**config.mk**
```make
export PLATFORM = sky130hd
export DESIGN_NAME = joystick_smooth_zone_classifier
export DESIGN_NICKNAME = d
export VERILOG_FILES = /design/src/rtl/jszc_pkg.sv /design/src/rtl/jszc_axis.sv /design/src/rtl/joystick_smooth_zone_classifier.sv
export SDC_FILE = /design/constraint.sdc
export NUM_CORES = 2
export LEC_CHECK = 0
export BUFFER_PORTS_ARGS = -buffer_cell sky130_fd_sc_hd__buf_2
export CAP_MARGIN = 20
export CORE_UTILIZATION = 25
export CTS_CLUSTER_DIAMETER = 60
export DETAILED_ROUTE_END_ITERATION = 10
export PLACE_DENSITY_LB_ADDON = 0.05
export SETUP_SLACK_MARGIN = 0.15
export SLEW_MARGIN = 20
export SYNTH_ARGS = -nofsm -noshare
export SYNTH_HDL_FRONTEND = slang
export SYNTH_SLANG_ARGS = --single-unit
```
**constraint.sdc**
```tcl
create_clock -name aclk -period 8.6 [get_ports aclk]
set_input_delay 0.43 -clock aclk [delete_from_list [all_inputs] [get_ports aclk]]
set_output_delay 0.43 -clock aclk [all_outputs]
set_load 0.05 [all_outputs]
```
**src/rtl/jszc_pkg.sv**
```systemverilog
// Shared types and constants for the joystick smoothing and zone classifier.
`timescale 1ns / 1ps
`default_nettype none

package jszc_pkg;

    localparam int DEF_SAMPLE_BITS      = 10;
    localparam int DEF_WEIGHT_FRAC_BITS = 8;

    localparam int NUM_AXES   = 4;
    localparam int NUM_LIMITS = 6;
    localparam int ZONE_W     = 3;

    // Threshold reset values are given for 10-bit samples and scaled to the sample width.
    localparam int LIMIT_REF_BITS = 10;
    localparam int LIMIT_RESET [NUM_LIMITS] = '{128, 320, 480, 544, 704, 896};

    localparam int CFG_INDEX_W = 3;

    typedef enum logic [CFG_INDEX_W-1:0] {
        REG_SMOOTHING_WEIGHT     = 3'd0,
        REG_FAST_BACK_LIMIT      = 3'd1,
        REG_MEDIUM_BACK_LIMIT    = 3'd2,
        REG_DEAD_ZONE_LOW        = 3'd3,
        REG_DEAD_ZONE_HIGH       = 3'd4,
        REG_MEDIUM_FORWARD_LIMIT = 3'd5,
        REG_FAST_FORWARD_LIMIT   = 3'd6
    } cfg_reg_t;

    typedef enum logic [ZONE_W-1:0] {
        ZONE_BACK_FAST   = 3'd0,
        ZONE_BACK_MEDIUM = 3'd1,
        ZONE_BACK_SLOW   = 3'd2,
        ZONE_NEUTRAL     = 3'd3,
        ZONE_FWD_SLOW    = 3'd4,
        ZONE_FWD_MEDIUM  = 3'd5,
        ZONE_FWD_FAST    = 3'd6
    } zone_t;

endpackage

`default_nettype wire

```
**src/rtl/jszc_axis.sv**
```systemverilog
// One axis: weighted update of the smoothed level and its zone decision.
`timescale 1ns / 1ps
`default_nettype none

module jszc_axis
    import jszc_pkg::*;
#(
    parameter int SAMPLE_BITS      = DEF_SAMPLE_BITS,
    parameter int WEIGHT_FRAC_BITS = DEF_WEIGHT_FRAC_BITS
) (
    input  wire logic [WEIGHT_FRAC_BITS-1:0]              weight,
    input  wire logic [SAMPLE_BITS-1:0]                   old_level,
    input  wire logic [SAMPLE_BITS-1:0]                   sample,
    input  wire logic [NUM_LIMITS-1:0][SAMPLE_BITS-1:0]   limits,
    output logic      [SAMPLE_BITS-1:0]                   new_level,
    output zone_t                                         zone
);

    localparam int ACC_W = SAMPLE_BITS + WEIGHT_FRAC_BITS + 1;

    logic [WEIGHT_FRAC_BITS:0] inv_weight;
    logic [ACC_W-1:0]          acc;

    // The complement weight can reach one whole unit, so it needs one more bit.
    assign inv_weight = {1'b1, {WEIGHT_FRAC_BITS{1'b0}}} - {1'b0, weight};

    assign acc = ACC_W'(ACC_W'(weight) * ACC_W'(old_level))
               + ACC_W'(ACC_W'(inv_weight) * ACC_W'(sample));

    assign new_level = acc[WEIGHT_FRAC_BITS +: SAMPLE_BITS];

    // The first threshold in register order that the level is below wins.
    always_comb begin
        zone = ZONE_FWD_FAST;
        for (int i = NUM_LIMITS - 1; i >= 0; i--) begin
            if (new_level < limits[i]) begin
                zone = zone_t'(ZONE_W'(i));
            end
        end
    end

endmodule

`default_nettype wire

```
**src/rtl/joystick_smooth_zone_classifier.sv**
```systemverilog
// Top level: four-axis joystick smoother and zone classifier with stream ports.
//
//  Channel  Ports                           Payload (lowest bits first)
//  -------  ------------------------------  ------------------------------------------
//  input    s_tvalid s_tready s_tdata       left_x, left_y, right_x, right_y sample
//  result   m_tvalid m_tready m_tdata       four zones, then four smoothed levels
//  config   cfg_valid cfg_ready cfg_index   register index, cfg_data write value
//
//  One item per clock while s_tready is high: the level update and zone decision are
//  combinational, one multiply-add and six compares per axis ahead of the result register.
//  Unless the result is stalled, it appears on m_tdata the cycle after its input transfer.
//  A skid register lets one more item in while a result is stalled; s_tready
//  drops only while both the result and skid registers are full.
//  Reset sets all smoothed levels to mid-scale and the registers to defaults.
`timescale 1ns / 1ps
`default_nettype none

module joystick_smooth_zone_classifier
    import jszc_pkg::*;
#(
    parameter int SAMPLE_BITS      = DEF_SAMPLE_BITS,
    parameter int WEIGHT_FRAC_BITS = DEF_WEIGHT_FRAC_BITS,
    localparam int IN_W   = ((NUM_AXES * SAMPLE_BITS + 7) / 8) * 8,
    localparam int OUT_W  = ((NUM_AXES * (ZONE_W + SAMPLE_BITS) + 7) / 8) * 8,
    localparam int CFG_W  = (SAMPLE_BITS > WEIGHT_FRAC_BITS) ? SAMPLE_BITS
                                                             : WEIGHT_FRAC_BITS
) (
    input  wire logic                   aclk,
    input  wire logic                   aresetn,

    input  wire logic                   s_tvalid,
    output logic                        s_tready,
    // left_x_sample, left_y_sample, right_x_sample, right_y_sample, zero fill
    input  wire logic [IN_W-1:0]        s_tdata,

    output logic                        m_tvalid,
    input  wire logic                   m_tready,
    // left_x_zone, left_y_zone, right_x_zone, right_y_zone,
    // left_x_level, left_y_level, right_x_level, right_y_level, zero fill
    output logic      [OUT_W-1:0]       m_tdata,

    input  wire logic                   cfg_valid,
    output logic                        cfg_ready,
    input  wire logic [CFG_INDEX_W-1:0] cfg_index,
    input  wire logic [CFG_W-1:0]       cfg_data
);

    localparam int PAY_W = NUM_AXES * (ZONE_W + SAMPLE_BITS);
    localparam logic [WEIGHT_FRAC_BITS-1:0] WEIGHT_RESET =
        WEIGHT_FRAC_BITS'(3 << (WEIGHT_FRAC_BITS - 2));
    localparam logic [SAMPLE_BITS-1:0] MID_SCALE = SAMPLE_BITS'(1 << (SAMPLE_BITS - 1));

    logic [WEIGHT_FRAC_BITS-1:0]            weight_reg;
    logic [NUM_LIMITS-1:0][SAMPLE_BITS-1:0] limits_reg;
    logic [NUM_AXES-1:0][SAMPLE_BITS-1:0]   levels_reg;
    logic [NUM_AXES-1:0][SAMPLE_BITS-1:0]   levels_next;
    logic [NUM_AXES-1:0][ZONE_W-1:0]        zones_next;

    logic [PAY_W-1:0] out_data_reg;
    logic [PAY_W-1:0] skid_data_reg;
    logic             out_valid_reg;
    logic             skid_valid_reg;
    logic [PAY_W-1:0] result_next;
    logic             in_xfer;
    logic             out_free;

    assign cfg_ready = 1'b1;

    always_ff @(posedge aclk) begin
        if (!aresetn) begin
            weight_reg <= WEIGHT_RESET;
            for (int i = 0; i < NUM_LIMITS; i++) begin
                limits_reg[i] <= SAMPLE_BITS'((LIMIT_RESET[i] << SAMPLE_BITS) >> LIMIT_REF_BITS);
            end
        end else if (cfg_valid) begin
            case (cfg_index)
                REG_SMOOTHING_WEIGHT:     weight_reg    <= cfg_data[WEIGHT_FRAC_BITS-1:0];
                REG_FAST_BACK_LIMIT:      limits_reg[0] <= cfg_data[SAMPLE_BITS-1:0];
                REG_MEDIUM_BACK_LIMIT:    limits_reg[1] <= cfg_data[SAMPLE_BITS-1:0];
                REG_DEAD_ZONE_LOW:        limits_reg[2] <= cfg_data[SAMPLE_BITS-1:0];
                REG_DEAD_ZONE_HIGH:       limits_reg[3] <= cfg_data[SAMPLE_BITS-1:0];
                REG_MEDIUM_FORWARD_LIMIT: limits_reg[4] <= cfg_data[SAMPLE_BITS-1:0];
                REG_FAST_FORWARD_LIMIT:   limits_reg[5] <= cfg_data[SAMPLE_BITS-1:0];
                default: ;
            endcase
        end
    end

    for (genvar a = 0; a < NUM_AXES; a++) begin : g_axis
        zone_t axis_zone;

        jszc_axis #(
            .SAMPLE_BITS      (SAMPLE_BITS),
            .WEIGHT_FRAC_BITS (WEIGHT_FRAC_BITS)
        ) u_axis (
            .weight    (weight_reg),
            .old_level (levels_reg[a]),
            .sample    (s_tdata[a*SAMPLE_BITS +: SAMPLE_BITS]),
            .limits    (limits_reg),
            .new_level (levels_next[a]),
            .zone      (axis_zone)
        );

        assign zones_next[a] = axis_zone;
    end

    assign result_next = {levels_next, zones_next};

    assign s_tready = !skid_valid_reg;
    assign in_xfer  = s_tvalid && s_tready;
    assign out_free = !out_valid_reg || m_tready;

    always_ff @(posedge aclk) begin
        if (!aresetn) begin
            for (int a = 0; a < NUM_AXES; a++) begin
                levels_reg[a] <= MID_SCALE;
            end
        end else if (in_xfer) begin
            levels_reg <= levels_next;
        end
    end

    // The skid register fills only when a new item arrives while the result stalls.
    always_ff @(posedge aclk) begin
        if (!aresetn) begin
            out_valid_reg  <= 1'b0;
            skid_valid_reg <= 1'b0;
        end else if (out_free) begin
            out_valid_reg  <= skid_valid_reg || in_xfer;
            skid_valid_reg <= 1'b0;
        end else if (in_xfer) begin
            skid_valid_reg <= 1'b1;
        end
    end

    always_ff @(posedge aclk) begin
        if (out_free) begin
            if (skid_valid_reg) begin
                out_data_reg <= skid_data_reg;
            end else if (in_xfer) begin
                out_data_reg <= result_next;
            end
        end else if (in_xfer) begin
            skid_data_reg <= result_next;
        end
    end

    assign m_tvalid = out_valid_reg;
    assign m_tdata  = OUT_W'(out_data_reg);

endmodule

`default_nettype wire
```
==> results_dict.tcl <==
set metrics [dict create \
    status "completed" \
    post-place-ws_ns -0.0365 \
    syn_area_per_cell_um2 8.83 \
    netlist_instances 3903 \
    seqCellArea_um2 5350 \
    start_util_pct 25.3 \
    hold_buffers 0 \
    synthFlopType "dfxtp_1" \
    grt_pass1_vias 28000 \
    coreArea_um2 136000 \
    async_flop_share_pct 0 \
    hold_viol_final 0 \
    first_pass_iters 7 \
    synth.distinct_cells 76 \
    cts_max_level 2 \
    worst_ep_arrival_time_ns 8.56 \
    slew_violations 0 \
    slew_headroom_pct 28.0 \
    clock-sinks 214 \
    crit_type "flop to flop" \
    portBuffers 111 \
    critical_path_buf_inv_count 9 \
    synth_edf_count 104 \
    yosys-top-cells-area "fa_1, ha_1, edfxtp_1" \
    clockRootBuffer "clkbuf_16" \
    hp-class "input pin to flop" \
    crit_fanout 15 \
    place_area_um2 38000 \
    area_delta_synth_final_pct 16.5 \
    rows 135 \
    gp_congestion 0.804 \
    grt_max_degree 53 \
    final_util_pct 29.5 \
    crit_top_cell "fa_1" \
    syn-cell-area_um2 34400 \
    fin_ws_ns 0.420 \
    fp.dieH_um 373 \
    rsz0062_at_grt "yes" \
    grtUsageTotal_pct 17.7 \
    routed_wl_um 123000 \
    ctsLongestPathBuffers 3 \
    dp.final_hpwl_um 99700 \
    vias 26000 \
    multi_input_comb_area_um2 26100 \
    antenna_found_initial 8 \
    critical-path-top-delay-family "adder cells" \
    fin_setup_tns_ns 0 \
    path_clk_slew_ns 0.06 \
    synthTopCellsByCount "inv_1, nand2_1, fa_1" \
    synth_top_cell_by_area "fa_1" \
    synth_most_common_cell "inv_1" \
    fin_worst_skew_ns 0.0253 \
    avgRoutedWirePerCell_um 21.0 \
    clock_latency_ns 0.56 \
    finalSetupViolations 0 \
    period_share_pct 95.1 \
    synth_top_area_share_pct 30.0 \
    largest_reg_flops 60 \
    viasPerCell 4.43 \
    postRouteAntennaNets 0 \
    grt_pass1_wl_um 184000 \
    fin_crit_ns 8.18 \
    tritoncts "yes" \
    route.detailed.drc 0 \
    ys_warn_count 0 \
    cts_buffers 36 \
    layout.nets 5108 \
    maxCapViolations 0 \
    synth_seq_area_share_pct 15.5 \
    ys_ff_latch 214 \
    cp_data_required_time_ns 8.98 \
    fill_cells 14500 \
    worst_pin_slew_ns 1.08 \
    io_pins 117 \
    end_kind "flop" \
    final_design_area_no_fill_um2 40100 \
    cpMaxStageDelayCell "fa_1" \
    slowest_delay_ns 0.53 \
    drt_iter0_drc 1260 \
    die_w_um 373 \
    drive_gt1_share_pct 12.3 \
    cp-start-kind "flop" \
    fmax_ghz 0.122 \
    die_area_um2 139000 \
    grt_overflow_total 0 \
]
[final cells by class]
class                      instances  share of cell area (%)
multi-input combinational       2699                    65.0
inverter                         812                    7.63
clock inverter                    23                   0.424
timing repair buffer             298                    5.64
clock buffer                      43                    2.44
sequential                       214                    13.3
tap                             1781                    5.55
antenna                            3                  0.0187
[cells in the final DEF (no fill, tap or decap), types with 12 or more instances in the layout]
cell,n
nand4_1,42
buf_4,152
fa_1,514
nand2b_1,15
clkbuf_16,40
o211ai_1,39
edfxtp_1,104
ha_1,464
xnor2_1,43
nand2_1,670
nor2b_1,21
buf_6,14
nor3_1,21
a21o_1,71
o21ai_0,65
inv_2,13
mux2_2,12
buf_12,17
and2_1,253
nand3_1,34
inv_1,794
dfxtp_1,101
nor2_1,81
buf_2,112
a21oi_1,123
[per-stage QoR]
step                cells  hold slack (ns)
global placement     5767            0.442
floorplan            3906            0.436
CTS                  5836            0.180
global route         5870            0.213
finish               5873            0.215
detailed placement   5767            0.447
[worst paths after layout]
kind / start / to / slack (ns) / cells after the start
max reg2reg: weight_reg[1]$_SDFFE_PN0P_ / out_data_reg[4]$_DFFE_PP_ / 0.42 / 34
min reg2reg: limits_reg[52]$_SDFFE_PN0P_ / limits_reg[52]$_SDFFE_PN0P_ / 0.45 / 2
min: cfg_data[9] / limits_reg[29]$_SDFFE_PN0P_ / 0.22 / 3
max: weight_reg[1]$_SDFFE_PN0P_ / out_data_reg[4]$_DFFE_PP_ / 0.42 / 34
[routing by layer]
| layer | vias to the layer above | global-route usage (%) | share of wire, % |
|---|---|---|---|
| met4 | 0 | 3.34 | 1.7 |
| met5 | - | 0 | 0 |
| met1 | 13100 | 24.6 | 48 |
| met2 | 321 | 29.5 | 47 |
| met3 | 80 | 2.09 | 2.9 |
| li1 | 12500 | - | - |
[worst min-delay path: cells and delay by family]
| kind | cells | cell delay (ns) |
|---|---|---|
| and+or+nand+nor | 1 | 0.07 |
| AOI/OAI and AO/OA | 1 | 0.05 |
| buffers and inverters | 1 | 0.16 |
[cells by family after synthesis]
kind of cell             after synthesis  share of synthesized area (%)
flip-flops                           214                           15.5
buffers and inverters                993                           10.9
other                                  2                         0.0218
AND/OR/NAND/NOR                     1194                           16.2
AO/OA/AOI/OAI                        427                           8.05
XOR/XNOR                              69                           1.78
multiplexers                          15                          0.483
adder cells (fa/ha/maj)              989                           47.2
[what timing repair did]
| item | CTS | global route |
|---|---|---|
| endpoints found under the setup margin | 22 | 24 |
| pin swaps | 2 | 41 |
| gates cloned | 0 | 3 |
| buffers inserted | 3 | 31 |
| resized for setup | 19 | 126 |
Power is not shown: default switching activity piles up to over one toggle a cycle in this logic, so the estimate is an artifact.
